[src/rtl/bounded_plurality_vote_classifier_core_macros.svh]
// ----------------------------------------------------------------------------
// Assertion macros for the plurality vote classifier core
// Shared concurrent assertion forms, all sampled on the rising clock edge
// and disabled while reset is held.
// ----------------------------------------------------------------------------
`ifndef BOUNDED_PLURALITY_VOTE_CLASSIFIER_CORE_MACROS_SVH
`define BOUNDED_PLURALITY_VOTE_CLASSIFIER_CORE_MACROS_SVH

// Condition holds at every edge.
`define BPVC_ASSERT_ALWAYS(lbl, clk_s, rstn_s, cond, msg) \
  lbl: assert property (@(posedge clk_s) disable iff (!rstn_s) (cond)) \
    else $error(msg);

// Consequent holds in the same cycle as the antecedent.
`define BPVC_ASSERT_IMPL(lbl, clk_s, rstn_s, ante, cons, msg) \
  lbl: assert property (@(posedge clk_s) disable iff (!rstn_s) (ante) |-> (cons)) \
    else $error(msg);

// Consequent holds in the cycle after the antecedent.
`define BPVC_ASSERT_NEXT(lbl, clk_s, rstn_s, ante, cons, msg) \
  lbl: assert property (@(posedge clk_s) disable iff (!rstn_s) (ante) |=> (cons)) \
    else $error(msg);

`endif

[src/rtl/bpvc_pkg.sv]
`timescale 1ns / 1ps
// ----------------------------------------------------------------------------
// bpvc_pkg
// Shared constants, word types and state encodings of the vote classifier.
// ----------------------------------------------------------------------------
package bpvc_pkg;

  localparam int TABLE_ENTRIES = 32;
  localparam int COUNT_BITS    = 16;
  localparam int LABEL_BITS    = 32;
  localparam int HITS_OUT_BITS = 16;
  localparam int CONF_BITS     = 17;

  localparam int ENTRY_BITS    = (TABLE_ENTRIES > 1) ? $clog2(TABLE_ENTRIES) : 1;
  localparam int USED_BITS     = $clog2(TABLE_ENTRIES + 1);

  localparam int QUEUE_DEPTH   = 4;
  localparam int QPTR_BITS     = (QUEUE_DEPTH > 1) ? $clog2(QUEUE_DEPTH) : 1;
  localparam int QCNT_BITS     = $clog2(QUEUE_DEPTH + 1);

  localparam int DIV_STEPS     = CONF_BITS;
  localparam int DIV_CNT_BITS  = $clog2(DIV_STEPS + 1);

  localparam logic [COUNT_BITS-1:0] COUNT_MAX = {COUNT_BITS{1'b1}};
  localparam logic [CONF_BITS-1:0]  CONF_ONE  = CONF_BITS'(65536);

  typedef struct packed {
    logic [LABEL_BITS-1:0] label;
    logic                  has_label;
    logic                  last_of_read;
  } in_word_t;

  typedef struct packed {
    logic [LABEL_BITS-1:0]    best_label;
    logic [HITS_OUT_BITS-1:0] best_hits;
    logic [CONF_BITS-1:0]     confidence;
  } out_word_t;

  // Classified word between the front end and the tally engine.
  typedef struct packed {
    logic [LABEL_BITS-1:0] label;
    logic                  counts;  // adds to the read length
    logic                  vote;    // goes to the tally table
    logic                  last;    // closes the read
  } q_word_t;

  // Snapshot of a closed read handed to the divider.
  typedef struct packed {
    logic [LABEL_BITS-1:0] label;
    logic [COUNT_BITS-1:0] hits;
    logic [COUNT_BITS-1:0] length;
    logic                  found;
  } div_req_t;

  typedef enum logic [1:0] {
    B_IDLE,
    B_UPDATE,
    B_CLOSE
  } back_state_t;

  typedef enum logic [1:0] {
    D_IDLE,
    D_RUN,
    D_DONE
  } div_state_t;

  function automatic logic [COUNT_BITS-1:0] sat_inc(input logic [COUNT_BITS-1:0] v);
    return (v == COUNT_MAX) ? v : v + COUNT_BITS'(1);
  endfunction

endpackage

[src/rtl/bounded_plurality_vote_classifier_core.sv]
`timescale 1ns / 1ps
// ----------------------------------------------------------------------------
// bounded_plurality_vote_classifier_core
// Plurality vote over the class labels of one read with a bounded tally.
// ----------------------------------------------------------------------------
//
//   port group   dir   handshake              word
//   in_*         in    in_valid / in_ready    bpvc_pkg::in_word_t
//   out_*        out   out_valid / out_ready  bpvc_pkg::out_word_t
//
// Flow: the front end takes one word per cycle, unless the queue backs up,
//   into a four-word queue. The tally engine compares and pops a voting word
//   in B_IDLE and does the hit update and lead check in B_UPDATE, takes any
//   other word in B_IDLE alone, and hands a closed read on from B_CLOSE.
// The confidence divider retires one quotient bit a cycle in D_RUN: it takes
//   the request in D_IDLE, forms the 17 quotient bits in D_RUN and loads the
//   result register from D_DONE, overlapped with the next read's tally work.
// Reset: rst_n is synchronous, active low; no clearing pass is needed since
//   table entries at or above the fill count read as empty.
// Stalls: out_ready low holds the result register; the divider, then the
//   tally engine, then the queue and finally in_ready back up in turn.
//
module bounded_plurality_vote_classifier_core (
  input  logic                clk,
  input  logic                rst_n,
  input  logic                in_valid,
  output logic                in_ready,
  input  bpvc_pkg::in_word_t  in_data,
  output logic                out_valid,
  input  logic                out_ready,
  output bpvc_pkg::out_word_t out_data
);

  // Front end to queue.
  logic               fq_valid;
  logic               fq_ready;
  bpvc_pkg::q_word_t  fq_data;

  // Queue to tally engine.
  logic               qt_valid;
  logic               qt_ready;
  bpvc_pkg::q_word_t  qt_data;

  // Tally engine to divider: one word per closed read.
  logic               td_valid;
  logic               td_ready;
  bpvc_pkg::div_req_t td_req;

  // Classify incoming words and drop those without effect.
  bpvc_front u_front (
    .clk      (clk),
    .rst_n    (rst_n),
    .in_valid (in_valid),
    .in_ready (in_ready),
    .in_data  (in_data),
    .q_valid  (fq_valid),
    .q_ready  (fq_ready),
    .q_data   (fq_data)
  );

  // Decouple the front end from the tally engine.
  bpvc_fifo u_fifo (
    .clk        (clk),
    .rst_n      (rst_n),
    .push_valid (fq_valid),
    .push_ready (fq_ready),
    .push_data  (fq_data),
    .pop_valid  (qt_valid),
    .pop_ready  (qt_ready),
    .pop_data   (qt_data)
  );

  // Count hits, track the leading entry, close reads.
  bpvc_tally u_tally (
    .clk           (clk),
    .rst_n         (rst_n),
    .q_valid       (qt_valid),
    .q_ready       (qt_ready),
    .q_data        (qt_data),
    .div_req_valid (td_valid),
    .div_req_ready (td_ready),
    .div_req       (td_req)
  );

  // Compute hits * 2^16 / length and drive the result register.
  bpvc_div u_div (
    .clk       (clk),
    .rst_n     (rst_n),
    .req_valid (td_valid),
    .req_ready (td_ready),
    .req       (td_req),
    .out_valid (out_valid),
    .out_ready (out_ready),
    .out_data  (out_data)
  );

endmodule

[src/rtl/bpvc_front.sv]
`timescale 1ns / 1ps
// ----------------------------------------------------------------------------
// bpvc_front
// Accept input words, classify them and drop words that have no effect.
// ----------------------------------------------------------------------------
module bpvc_front (
  input  logic                clk,
  input  logic                rst_n,
  input  logic                in_valid,
  output logic                in_ready,
  input  bpvc_pkg::in_word_t  in_data,
  output logic                q_valid,
  input  logic                q_ready,
  output bpvc_pkg::q_word_t   q_data
);

  logic               stg_valid_r, stg_valid_nxt;
  bpvc_pkg::q_word_t  stg_data_r, stg_data_nxt;
  logic               accept;
  logic               keep;

  assign in_ready = !stg_valid_r || q_ready;
  assign accept   = in_valid && in_ready;
  // A word without a label that does not close the read changes nothing.
  assign keep     = in_data.has_label || in_data.last_of_read;

  always_comb begin
    stg_valid_nxt = stg_valid_r && !q_ready;
    stg_data_nxt  = stg_data_r;
    if (accept) begin
      stg_valid_nxt       = keep;
      stg_data_nxt.label  = in_data.label;
      stg_data_nxt.counts = in_data.has_label;
      stg_data_nxt.vote   = in_data.has_label && (in_data.label != '0);
      stg_data_nxt.last   = in_data.last_of_read;
    end
  end

  always_ff @(posedge clk) begin
    if (!rst_n) begin
      stg_valid_r <= 1'b0;
    end else begin
      stg_valid_r <= stg_valid_nxt;
    end
  end

  always_ff @(posedge clk) begin
    stg_data_r <= stg_data_nxt;
  end

  assign q_valid = stg_valid_r;
  assign q_data  = stg_data_r;

endmodule

[src/rtl/bpvc_fifo.sv]
`timescale 1ns / 1ps
`include "bounded_plurality_vote_classifier_core_macros.svh"
// ----------------------------------------------------------------------------
// bpvc_fifo
// Short show-ahead queue between the front end and the tally engine.
// ----------------------------------------------------------------------------
module bpvc_fifo (
  input  logic               clk,
  input  logic               rst_n,
  input  logic               push_valid,
  output logic               push_ready,
  input  bpvc_pkg::q_word_t  push_data,
  output logic               pop_valid,
  input  logic               pop_ready,
  output bpvc_pkg::q_word_t  pop_data
);

  bpvc_pkg::q_word_t                mem_r [bpvc_pkg::QUEUE_DEPTH];
  logic [bpvc_pkg::QPTR_BITS-1:0]   wr_ptr_r, wr_ptr_nxt;
  logic [bpvc_pkg::QPTR_BITS-1:0]   rd_ptr_r, rd_ptr_nxt;
  logic [bpvc_pkg::QCNT_BITS-1:0]   cnt_r, cnt_nxt;
  logic                             do_push;
  logic                             do_pop;

  assign push_ready = (cnt_r != bpvc_pkg::QCNT_BITS'(bpvc_pkg::QUEUE_DEPTH));
  assign pop_valid  = (cnt_r != '0);
  assign pop_data   = mem_r[rd_ptr_r];
  assign do_push    = push_valid && push_ready;
  assign do_pop     = pop_valid && pop_ready;

  always_comb begin
    wr_ptr_nxt = wr_ptr_r;
    rd_ptr_nxt = rd_ptr_r;
    cnt_nxt    = cnt_r;
    if (do_push) begin
      wr_ptr_nxt = (wr_ptr_r == bpvc_pkg::QPTR_BITS'(bpvc_pkg::QUEUE_DEPTH - 1)) ?
                   '0 : wr_ptr_r + bpvc_pkg::QPTR_BITS'(1);
    end
    if (do_pop) begin
      rd_ptr_nxt = (rd_ptr_r == bpvc_pkg::QPTR_BITS'(bpvc_pkg::QUEUE_DEPTH - 1)) ?
                   '0 : rd_ptr_r + bpvc_pkg::QPTR_BITS'(1);
    end
    if (do_push && !do_pop) begin
      cnt_nxt = cnt_r + bpvc_pkg::QCNT_BITS'(1);
    end else if (do_pop && !do_push) begin
      cnt_nxt = cnt_r - bpvc_pkg::QCNT_BITS'(1);
    end
  end

  always_ff @(posedge clk) begin
    if (!rst_n) begin
      wr_ptr_r <= '0;
      rd_ptr_r <= '0;
      cnt_r    <= '0;
    end else begin
      wr_ptr_r <= wr_ptr_nxt;
      rd_ptr_r <= rd_ptr_nxt;
      cnt_r    <= cnt_nxt;
    end
  end

  always_ff @(posedge clk) begin
    if (do_push) begin
      mem_r[wr_ptr_r] <= push_data;
    end
  end

  `BPVC_ASSERT_ALWAYS(a_fifo_cnt_bound, clk, rst_n, cnt_r <= bpvc_pkg::QCNT_BITS'(bpvc_pkg::QUEUE_DEPTH), "queue fill count exceeds depth")

endmodule

[src/rtl/bpvc_tally.sv]
`timescale 1ns / 1ps
`include "bounded_plurality_vote_classifier_core_macros.svh"
// ----------------------------------------------------------------------------
// bpvc_tally
// Tally engine: match labels against the table, count hits, track the lead.
// ----------------------------------------------------------------------------
module bpvc_tally (
  input  logic               clk,
  input  logic               rst_n,
  input  logic               q_valid,
  output logic               q_ready,
  input  bpvc_pkg::q_word_t  q_data,
  output logic               div_req_valid,
  input  logic               div_req_ready,
  output bpvc_pkg::div_req_t div_req
);

  localparam int N  = bpvc_pkg::TABLE_ENTRIES;
  localparam int EB = bpvc_pkg::ENTRY_BITS;
  localparam int UB = bpvc_pkg::USED_BITS;
  localparam int CB = bpvc_pkg::COUNT_BITS;
  localparam int LB = bpvc_pkg::LABEL_BITS;

  bpvc_pkg::back_state_t state_r, state_nxt;

  logic [LB-1:0] labels_r [N];
  logic [CB-1:0] hits_r   [N];

  logic [UB-1:0] used_r, used_nxt;
  logic [CB-1:0] len_r, len_nxt;
  logic [CB-1:0] lead_hits_r, lead_hits_nxt;
  logic [EB-1:0] lead_entry_r, lead_entry_nxt;
  logic [LB-1:0] lead_label_r, lead_label_nxt;
  logic [LB-1:0] cur_label_r, cur_label_nxt;
  logic          cur_last_r, cur_last_nxt;
  logic [EB-1:0] slot_r, slot_nxt;
  logic          hit_r, hit_nxt;

  logic          pop;
  logic          close_done;
  logic [N-1:0]  match;
  logic          found;
  logic [EB-1:0] found_idx;
  logic          room;
  logic          do_write;
  logic [CB-1:0] new_hits;
  logic          take_lead;

  // Parallel tag compare over the entries in use; lowest index wins.
  always_comb begin
    found     = 1'b0;
    found_idx = '0;
    for (int j = 0; j < N; j++) begin
      match[j] = (UB'(j) < used_r) && (labels_r[j] == q_data.label);
    end
    for (int j = N - 1; j >= 0; j--) begin
      if (match[j]) begin
        found     = 1'b1;
        found_idx = EB'(j);
      end
    end
  end

  assign room      = (used_r < UB'(N));
  assign do_write  = (state_r == bpvc_pkg::B_UPDATE) && (hit_r || room);
  assign new_hits  = hit_r ? bpvc_pkg::sat_inc(hits_r[slot_r]) : CB'(1);
  assign take_lead = (new_hits > lead_hits_r) ||
                     ((new_hits == lead_hits_r) && (slot_r < lead_entry_r));

  // Next state.
  always_comb begin
    state_nxt = state_r;
    unique case (state_r)
      bpvc_pkg::B_IDLE: begin
        if (q_valid) begin
          if (q_data.vote) begin
            state_nxt = bpvc_pkg::B_UPDATE;
          end else if (q_data.last) begin
            state_nxt = bpvc_pkg::B_CLOSE;
          end
        end
      end
      bpvc_pkg::B_UPDATE: begin
        state_nxt = cur_last_r ? bpvc_pkg::B_CLOSE : bpvc_pkg::B_IDLE;
      end
      bpvc_pkg::B_CLOSE: begin
        if (div_req_ready) begin
          state_nxt = bpvc_pkg::B_IDLE;
        end
      end
      default: state_nxt = bpvc_pkg::B_IDLE;
    endcase
  end

  // Outputs.
  always_comb begin
    q_ready       = 1'b0;
    div_req_valid = 1'b0;
    unique case (state_r)
      bpvc_pkg::B_IDLE:   q_ready = 1'b1;
      bpvc_pkg::B_UPDATE: q_ready = 1'b0;
      bpvc_pkg::B_CLOSE:  div_req_valid = 1'b1;
      default: begin
        q_ready       = 1'b0;
        div_req_valid = 1'b0;
      end
    endcase
  end

  assign pop        = q_valid && q_ready;
  assign close_done = div_req_valid && div_req_ready;

  assign div_req.label  = lead_label_r;
  assign div_req.hits   = lead_hits_r;
  assign div_req.length = len_r;
  assign div_req.found  = (used_r != '0);

  // Datapath next values.
  always_comb begin
    used_nxt       = used_r;
    len_nxt        = len_r;
    lead_hits_nxt  = lead_hits_r;
    lead_entry_nxt = lead_entry_r;
    lead_label_nxt = lead_label_r;
    cur_label_nxt  = cur_label_r;
    cur_last_nxt   = cur_last_r;
    slot_nxt       = slot_r;
    hit_nxt        = hit_r;
    if (pop) begin
      if (q_data.counts) begin
        len_nxt = bpvc_pkg::sat_inc(len_r);
      end
      cur_label_nxt = q_data.label;
      cur_last_nxt  = q_data.last;
      hit_nxt       = found;
      slot_nxt      = found ? found_idx : used_r[EB-1:0];
    end
    if (do_write) begin
      if (!hit_r) begin
        used_nxt = used_r + UB'(1);
      end
      if (take_lead) begin
        lead_hits_nxt  = new_hits;
        lead_entry_nxt = slot_r;
        lead_label_nxt = cur_label_r;
      end
    end
    // Clear the tally once the closed read is handed off.
    if (close_done) begin
      used_nxt       = '0;
      len_nxt        = '0;
      lead_hits_nxt  = '0;
      lead_entry_nxt = '0;
    end
  end

  always_ff @(posedge clk) begin
    if (!rst_n) begin
      state_r      <= bpvc_pkg::B_IDLE;
      used_r       <= '0;
      len_r        <= '0;
      lead_hits_r  <= '0;
      lead_entry_r <= '0;
    end else begin
      state_r      <= state_nxt;
      used_r       <= used_nxt;
      len_r        <= len_nxt;
      lead_hits_r  <= lead_hits_nxt;
      lead_entry_r <= lead_entry_nxt;
    end
  end

  always_ff @(posedge clk) begin
    lead_label_r <= lead_label_nxt;
    cur_label_r  <= cur_label_nxt;
    cur_last_r   <= cur_last_nxt;
    slot_r       <= slot_nxt;
    hit_r        <= hit_nxt;
  end

  // Entries at or above used_r read as empty, so hit counts need no clearing.
  always_ff @(posedge clk) begin
    if (do_write) begin
      hits_r[slot_r] <= new_hits;
      if (!hit_r) begin
        labels_r[slot_r] <= cur_label_r;
      end
    end
  end

  `BPVC_ASSERT_ALWAYS(a_used_bound, clk, rst_n, used_r <= UB'(N), "tally table overfilled")
  `BPVC_ASSERT_ALWAYS(a_lead_le_len, clk, rst_n, lead_hits_r <= len_r, "lead hits exceed read length")
  `BPVC_ASSERT_NEXT(a_close_clears, clk, rst_n, close_done, (used_r == '0) && (len_r == '0) && (lead_hits_r == '0), "tally not cleared after read")

endmodule

[src/rtl/bpvc_div.sv]
`timescale 1ns / 1ps
`include "bounded_plurality_vote_classifier_core_macros.svh"
// ----------------------------------------------------------------------------
// bpvc_div
// Radix-2 restoring divider for the confidence, plus the output register.
// ----------------------------------------------------------------------------
module bpvc_div (
  input  logic                clk,
  input  logic                rst_n,
  input  logic                req_valid,
  output logic                req_ready,
  input  bpvc_pkg::div_req_t  req,
  output logic                out_valid,
  input  logic                out_ready,
  output bpvc_pkg::out_word_t out_data
);

  localparam int CB = bpvc_pkg::COUNT_BITS;
  localparam int QB = bpvc_pkg::CONF_BITS;
  localparam int HB = bpvc_pkg::HITS_OUT_BITS;
  localparam int KB = bpvc_pkg::DIV_CNT_BITS;

  bpvc_pkg::div_state_t state_r, state_nxt;

  logic [CB:0]                     rem_r, rem_nxt;
  logic [CB-1:0]                   den_r, den_nxt;
  logic [QB-1:0]                   quot_r, quot_nxt;
  logic [KB-1:0]                   cnt_r, cnt_nxt;
  logic [bpvc_pkg::LABEL_BITS-1:0] label_r, label_nxt;
  logic [CB-1:0]                   hits_r, hits_nxt;
  logic                            found_r, found_nxt;

  logic                            out_valid_r, out_valid_nxt;
  bpvc_pkg::out_word_t             out_data_r, out_data_nxt;

  logic                            ge;
  logic [CB:0]                     diff;
  logic [CB+HB-1:0]                hits_wide;
  logic                            last_step;
  logic                            load_out;

  assign ge        = (rem_r >= {1'b0, den_r});
  assign diff      = ge ? (rem_r - {1'b0, den_r}) : rem_r;
  assign last_step = (cnt_r == KB'(bpvc_pkg::DIV_STEPS - 1));
  assign hits_wide = {{HB{1'b0}}, hits_r};
  assign load_out  = (state_r == bpvc_pkg::D_DONE) && (!out_valid_r || out_ready);

  // Next state.
  always_comb begin
    state_nxt = state_r;
    unique case (state_r)
      bpvc_pkg::D_IDLE: if (req_valid) state_nxt = bpvc_pkg::D_RUN;
      bpvc_pkg::D_RUN:  if (last_step) state_nxt = bpvc_pkg::D_DONE;
      bpvc_pkg::D_DONE: if (load_out)  state_nxt = bpvc_pkg::D_IDLE;
      default:          state_nxt = bpvc_pkg::D_IDLE;
    endcase
  end

  // Outputs.
  always_comb begin
    req_ready = 1'b0;
    unique case (state_r)
      bpvc_pkg::D_IDLE: req_ready = 1'b1;
      bpvc_pkg::D_RUN:  req_ready = 1'b0;
      bpvc_pkg::D_DONE: req_ready = 1'b0;
      default:          req_ready = 1'b0;
    endcase
  end

  // Datapath: one quotient bit per cycle, most significant first.
  always_comb begin
    rem_nxt       = rem_r;
    den_nxt       = den_r;
    quot_nxt      = quot_r;
    cnt_nxt       = cnt_r;
    label_nxt     = label_r;
    hits_nxt      = hits_r;
    found_nxt     = found_r;
    out_valid_nxt = out_valid_r && !out_ready;
    out_data_nxt  = out_data_r;
    if ((state_r == bpvc_pkg::D_IDLE) && req_valid) begin
      rem_nxt   = {1'b0, req.hits};
      den_nxt   = req.length;
      quot_nxt  = '0;
      cnt_nxt   = '0;
      label_nxt = req.label;
      hits_nxt  = req.hits;
      found_nxt = req.found;
    end
    if (state_r == bpvc_pkg::D_RUN) begin
      rem_nxt  = {diff[CB-1:0], 1'b0};
      quot_nxt = {quot_r[QB-2:0], ge};
      cnt_nxt  = cnt_r + KB'(1);
    end
    if (load_out) begin
      out_valid_nxt = 1'b1;
      if (found_r) begin
        out_data_nxt.best_label = label_r;
        out_data_nxt.best_hits  = hits_wide[HB-1:0];
        out_data_nxt.confidence = quot_r;
      end else begin
        out_data_nxt = '0;
      end
    end
  end

  always_ff @(posedge clk) begin
    if (!rst_n) begin
      state_r     <= bpvc_pkg::D_IDLE;
      out_valid_r <= 1'b0;
    end else begin
      state_r     <= state_nxt;
      out_valid_r <= out_valid_nxt;
    end
  end

  always_ff @(posedge clk) begin
    rem_r      <= rem_nxt;
    den_r      <= den_nxt;
    quot_r     <= quot_nxt;
    cnt_r      <= cnt_nxt;
    label_r    <= label_nxt;
    hits_r     <= hits_nxt;
    found_r    <= found_nxt;
    out_data_r <= out_data_nxt;
  end

  assign out_valid = out_valid_r;
  assign out_data  = out_data_r;

  `BPVC_ASSERT_IMPL(a_conf_le_one, clk, rst_n, (state_r == bpvc_pkg::D_DONE) && found_r, quot_r <= bpvc_pkg::CONF_ONE, "confidence above one")

endmodule
[config.mk]
export PLATFORM = sky130hd
export DESIGN_NAME = bounded_plurality_vote_classifier_core
export DESIGN_NICKNAME = d
export VERILOG_FILES = /design/src/rtl/bpvc_pkg.sv /design/src/rtl/bounded_plurality_vote_classifier_core.sv /design/src/rtl/bpvc_front.sv /design/src/rtl/bpvc_fifo.sv /design/src/rtl/bpvc_tally.sv /design/src/rtl/bpvc_div.sv
export VERILOG_INCLUDE_DIRS = /design/src /design/src/rtl
export SDC_FILE = /design/constraint.sdc
export NUM_CORES = 2
export LEC_CHECK = 0
export BUFFER_PORTS_ARGS = -buffer_cell sky130_fd_sc_hd__buf_2
export CAP_MARGIN = 20
export CORE_UTILIZATION = 45
export CTS_CLUSTER_DIAMETER = 150
export DETAILED_ROUTE_END_ITERATION = 8
export REMOVE_ABC_BUFFERS = 1
export SLEW_MARGIN = 20
export SYNTH_ARGS = -nofsm -noshare
export SYNTH_HDL_FRONTEND = slang
export SYNTH_SLANG_ARGS = --single-unit
[constraint.sdc]
create_clock -name clk -period 14.2 [get_ports clk]
set_input_delay 2.84 -clock clk [delete_from_list [all_inputs] [get_ports clk]]
set_output_delay 2.84 -clock clk [all_outputs]
set_load 0.01 [all_outputs]
### Word-level counts from Yosys, hierarchy flattened

Memories as Yosys holds them, arrays and structs flattened. A register that Yosys moved wholly into a read port is not among the register bits.
Cells that the tools add are included.

| word-level totals | value |
|---|---|
| RAM bits | 1676 |
| bits in latches | 0 |
| input bits | 38 |
| register bits after elaboration | 331 |
| ROM bits | 0 |
| memories | 3 |
| output and inout port bits | 67 |

| operators by class | value |
|---|---|
| reductions and logical operators | 69 |
| $add $sub $neg | 9 |
| shift-type cells | 0 |
| div/mod/pow operators | 0 |
| equal/unequal tests | 49 |
| bitwise logic cells | 3 |
| order comparisons | 36 |
| multipliers | 0 |
| muxes and demuxes | 103 |

Memories:

| name | depth | width | rd ports | clocked after Yosys merged registers in | write ports | line | source |
|---|---|---|---|---|---|---|---|
| u_tally.labels_r | 32 | 32 | 32 | 0 | 1 | bpvc_tally.sv:26 | `logic [LB-1:0] labels_r [N];` |
| u_tally.hits_r | 32 | 16 | 1 | 1 | 1 | bpvc_tally.sv:27 | `logic [CB-1:0] hits_r [N];` |
| u_fifo.mem_r | 4 | 35 | 1 | 1 | 1 | bpvc_fifo.sv:18 | `bpvc_pkg::q_word_t mem_r [bpvc_pkg::QUEUE_DEPTH];` |

Operators by type and width:

| operator | number |
|---|---|
| 32-bit equality test | 32 |
| 5-bit two-way mux | 36 |
| 5-bit by 6-bit < comparator with 1-bit output, first input constant | 16 |
| 17-bit two-way mux | 4 |
| 4-bit by 6-bit < comparator with 1-bit output, first input constant | 8 |
| 16-bit two-way mux | 3 |
| 1-bit logical AND | 45 |
| 1-bit two-way mux | 44 |
| 16-bit by 1-bit adder with 16-bit output, second input constant | 2 |
| 16-bit equality test, second input constant | 2 |
| 32-bit nonzero test | 1 |
| 3-bit by 6-bit < comparator with 1-bit output, first input constant | 4 |
| 2-bit two-way mux | 12 |
| 17-bit by 16-bit >= comparator with 1-bit output | 1 |
| 16-bit equality test | 1 |
| 16-bit > comparator | 1 |
| 16-bit subtractor | 1 |
| 1-bit by 6-bit < comparator with 1-bit output, first input constant | 2 |
| 2-bit by 6-bit < comparator with 1-bit output, first input constant | 2 |
| 2-bit one-hot mux with 3 select lines | 2 |
| 2-bit by 1-bit != test with 1-bit output, second input constant | 5 |
| 3-bit AND reduction | 3 |
| 2-bit equality test, second input constant | 4 |
| 6-bit by 1-bit adder with 6-bit output, second input constant | 1 |
| 20 further kinds | 37 |

### Depth between registers and ports, before layout

An unclocked memory read counts as a cell.

| depth | value |
|---|---|
| depth after elaboration | 37 |
| mapped depth | 26 |
| gate-level depth less buffers | 20 |

### By module

From an unflattened synthesis, not the netlist that was laid out.

| second synthesis, totals | value |
|---|---|
| cells, all modules | 5018 |
| area, all modules | 83667.7 um2 |

By module, submodules not included:

| module | cells each | area an instance (um2) | sequential area each (um2) | times used |
|---|---|---|---|---|
| bpvc_tally | 4268 | 69929.6 | 49257.2 | 1 |
| bpvc_div | 465 | 7038.0 | 5124.9 | 1 |
| bpvc_fifo | 234 | 5527.8 | 4384.2 | 1 |
| bpvc_front | 51 | 1172.4 | 1071.0 | 1 |

### Worst setup path before layout

Ideal clock, no wire load.

| path | value |
|---|---|
| path type | reg2reg |
| start point | reg with a tool-made name |
| end point | reg u_tally.lead_label_r[0], enable pin |
| data arrival time | 6738 ps |
| slack | 7052 ps |
| cell stages (with the launch flop) | 22 |
| clock period less this slack | 7148 ps |
| setup time | 410 ps |
| path buffers | 6 |
| cell sequence | dfxtp_1 buf_2 buf_4 buf_6 buf_6 buf_4 mux4_2 mux4_2 mux2i_1 inv_1 ha_1 nand3_1 nor3_1 a211oi_1 ha_1 nand4_1 nor2_1 a21oi_1 nand2_1 o41ai_1 clkbuf_1 inv_1 |

RTL lines:

| element | line | source |
|---|---|---|
| to (signal assigned) | bpvc_tally.sv:174 | `lead_label_r <= lead_label_nxt;` |
| to (decl) | bpvc_tally.sv:33 | `logic [LB-1:0] lead_label_r, lead_label_nxt;` |

==> impl_results.md <==
- Ratio of final minimum period to clock period: 0.567
- Reg-to-Reg End: u_tally.lead_hits_r[11]$_SDFFE_PP0P_
- Leak Pwr: 29.6 nW
- Setup-failing EPs final: 0
- RSZ-0062 raised after global routing: no
- Die Area: 192,000 µm²
- Reg2Reg Depth: 21
- Largest net degree at the start of global routing: 78
- Number of remaining DRC errors: 0
- Total CTS buffers: 204
- Nets: 5,573
- Power per standard cell area: 208 nW/µm²
- Syn avg cell area: 16.3 µm²
- Worst-margin pin slew: 1.20 ns
- Worst-Skew Late Latency: 0.85 ns
- Most used cell, CP: o21a_1
- Area of the core: 188,000 µm²
- Synth unique cells: 101
- Max_cap viols: 0
- Critical path depth: 21
- Fin. max-slew vios: 0
- Worst Setup EP: u_tally.lead_hits_r[11]$_SDFFE_PP0P_
- First-pass GRT wire length: 374 mm
- CP max-delay cell: buf_4
- Synth top area cells: edfxtp_1, xnor2_1, mux4_2
- Minimum clock period: 8.04 ns
- Fmax: 124 MHz
- Buffer count from post-CTS setup fixing: 0
- Vias in the first global route: 48,600
- Initial Utilization: 0.455
- R2r setup slk: 6.16 ns
- Commonest cells after routing, fill and taps aside: edfxtp_1, xnor2_1, nand4_1
- Clock Path Buffers: 3
- Drt pass-1 iters: 6
- WL/cell: 33.0 µm
- GRT Util Overall: 0.278
- Startpoint types: register
- Clk_skew: 0.0482 ns
- Top cell type's share of synthesized area: 0.683
- Htree depth: 4
- Critical Path, Cell by Cell: buf_4 -> mux4_2 -> mux4_2 -> mux2_2 -> o2111ai_1 -> nor4b_1 -> nand3_2 -> and2_1 -> xnor2_1 -> and2_1 -> ha_1 -> o21a_1 -> o21a_1 -> o21a_1 -> o21a_1 -> o21ai_0 -> a21oi_1 -> o41ai_2 -> buf_4 -> nor2b_1 -> a22o_1
- Layout area overhead: 12.3%
- ANT nets after route: 0
- Initial antenna violation count: 21
- Post-route cell area: 96,200 µm²
- Total Wirelength: 269 mm
- Placed cell areas: 89,600 µm²
- Port Buffers: 104
- CP top delay family: simple AND/OR/NAND/NOR gates
- Root Buffer Master: clkbuf_16
- Hold-fix buffers at CTS: 0
- Post-Syn Area: 85,700 µm²
- CTS tree: yes
- Final Hold Fails: 0
- Synthesized netlist cell count: 5,265
- WP buf/inv: 2
- Detailed placer's ending HPWL: 153 mm
- Flops & latches, synth: 2,014
- Vias per cell: 6.13
- Seq/Total Area, Yosys: 0.698
- I/O pins: 105
- Most common cell after layout, fill and taps aside: edfxtp_1
- Crit-path max FO: 75
- Worst EP required: 14.96 ns
- Post-synth top area cell: edfxtp_1
- Critical setup path kind: register to register
- Fraction of layout instances using a drive strength above 1: 0.153
- Iteration-0 DRC Markers: 7,040
- Die W: 438 µm
- Peak VDD IR: 0.142 mV
- Outcome: complete, no violations
- Post-CTS Resized: 0
- Row cnt: 159
- Clock-pin slew on the worst setup and hold paths: 0.06 ns
- GPL Wtd Cong: 0.897
- Slew HR: 0.177
- Max incr delay on CP: 0.95 ns
- Overflow after GRT: 0
- Post-Route Setup TNS: 0 ns
- Synth Flop Type: edfxtp_1
- Worst min path class: register to register
- Worst EP arrival: 8.81 ns
- Fraction of registers with async set/reset: 0
- Total number of vias: 50,000
- Die Ht: 438 µm
- Hold Path Origin: u_tally.lead_label_r[4]$_DFFE_PP_
- Setup crit end kind: register
- Clock Sinks: 2,014
- Syn. warnings: 0
- Post-synth EDFFs: 1,950
-- worst min path at each step --
stage	end	cells after the start
finish	u_div.label_r[4]$_DFFE_PP_	0
global route	u_div.label_r[21]$_DFFE_PP_	0
CTS	u_div.label_r[13]$_DFFE_PP_	0
detailed placement	u_div.label_r[13]$_DFFE_PP_	0
global placement	u_div.label_r[25]$_DFFE_PP_	0
floorplan	u_div.label_r[0]$_DFFE_PP_	0
-- logic make-up (layout without fill, tap and decap cells) --
kind of cell / Yosys count / in the layout / share of synthesized area
flops: 2014 / 2014 / 0.698
simple gates: 1224 / 1224 / 0.0783
xor+xnor: 1017 / 1017 / 0.104
compound gates: 328 / 328 / 0.0288
buf+inv: 327 / 719 / 0.0189
mux: 305 / 305 / 0.0642
fa+ha+maj: 50 / 50 / 0.00748
other cells: 0 / 3 / 0
-- area by class of cell --
class | count | area [µm²]
Inverter | 102 | 383
Tap cell | 2495 | 3120
Clock inverter | 105 | 1060
Antenna cell | 3 | 7.51
Fill cell | 15400 | 92200
Timing Repair Buffer | 239 | 1570
Sequential cell | 2014 | 59900
Multi-Input combinational cell | 2924 | 24700
Clock buffer | 273 | 5540
-- Yosys cell counts (all sizes together), types with 24 or more instances --
| cell | count |
|---|---|
| a21oi | 47 |
| and2 | 108 |
| buf | 166 |
| clkbuf | 59 |
| dfxtp | 64 |
| edfxtp | 1950 |
| ha | 48 |
| inv | 99 |
| mux2 | 25 |
| mux2i | 92 |
| mux4 | 188 |
| nand2 | 173 |
| nand2b | 34 |
| nand3 | 118 |
| nand4 | 331 |
| nor2 | 176 |
| nor2b | 28 |
| nor3 | 69 |
| nor4 | 83 |
| o21ai | 48 |
| or3 | 24 |
| xnor2 | 946 |
| xor2 | 71 |
-- report_power, final --
group          internal, mW  switching, mW  leakage, nW
clock network          3.06           2.30         3.20
registers              7.74          0.303         18.2
logic                  1.93           4.72         8.12
-- registers in the layout, summed over array words and instances, names as in the netlist, 6 cells and up, named ones only --
| register | flops |
|---|---|
| u_tally.labels_r | 1024 |
| u_tally.hits_r | 512 |
| u_fifo.mem_r | 140 |
| u_div.out_data | 65 |
| u_front.q_data | 35 |
| u_div.label_r | 32 |
| u_tally.cur_label_r | 32 |
| u_tally.lead_label_r | 32 |
| u_div.quot_r | 17 |
| u_div.rem_r | 17 |
| u_div.den_r | 16 |
| u_div.hits_r | 16 |
| u_tally.lead_hits_r | 16 |
| u_tally.len_r | 16 |
| u_tally.used_r | 6 |
-- layer usage --
metal / GRT usage / up-vias / share of wire
li1: - / 20700 / -
met1: 0.379 / 25800 / 0.40
met2: 0.436 / 2825 / 0.46
met3: 0.0511 / 709 / 0.095
met4: 0.122 / 6 / 0.050
met5: 0 / - / 0.00016
-- worst register-to-register path, delay by kind of cell (launching register included) --
family | cells | cell delay (ns)
AND/OR/NAND/NOR | 5 | 2.70
AO/OA/AOI/OAI | 9 | 1.53
buffers and inverters | 2 | 1.28
multiplexers | 3 | 0.97
flip-flops | 1 | 0.86
adder cells (fa/ha/maj) | 1 | 0.41
XOR/XNOR | 1 | 0.24
-- stage by stage --
stage | total power, mW | std cells | utilization | hold WS [ns] | setup slack [ns]
6_report | 20.1 | 8155 | 0.511 | 0.420 | 6.16
5_1_grt | 20.5 | 8153 | 0.511 | 0.430 | 5.62
4_1_cts | 20.0 | 8151 | 0.511 | 0.418 | 6.11
3_5_place_dp | 14.7 | 7773 | 0.476 | 0.405 | 6.15
3_3_place_gp | 14.6 | 7773 | 0.476 | 0.403 | 6.16
2_1_floorplan | 11.8 | 5040 | - | 0.400 | 1.36
(Power assumes the default switching activity.)
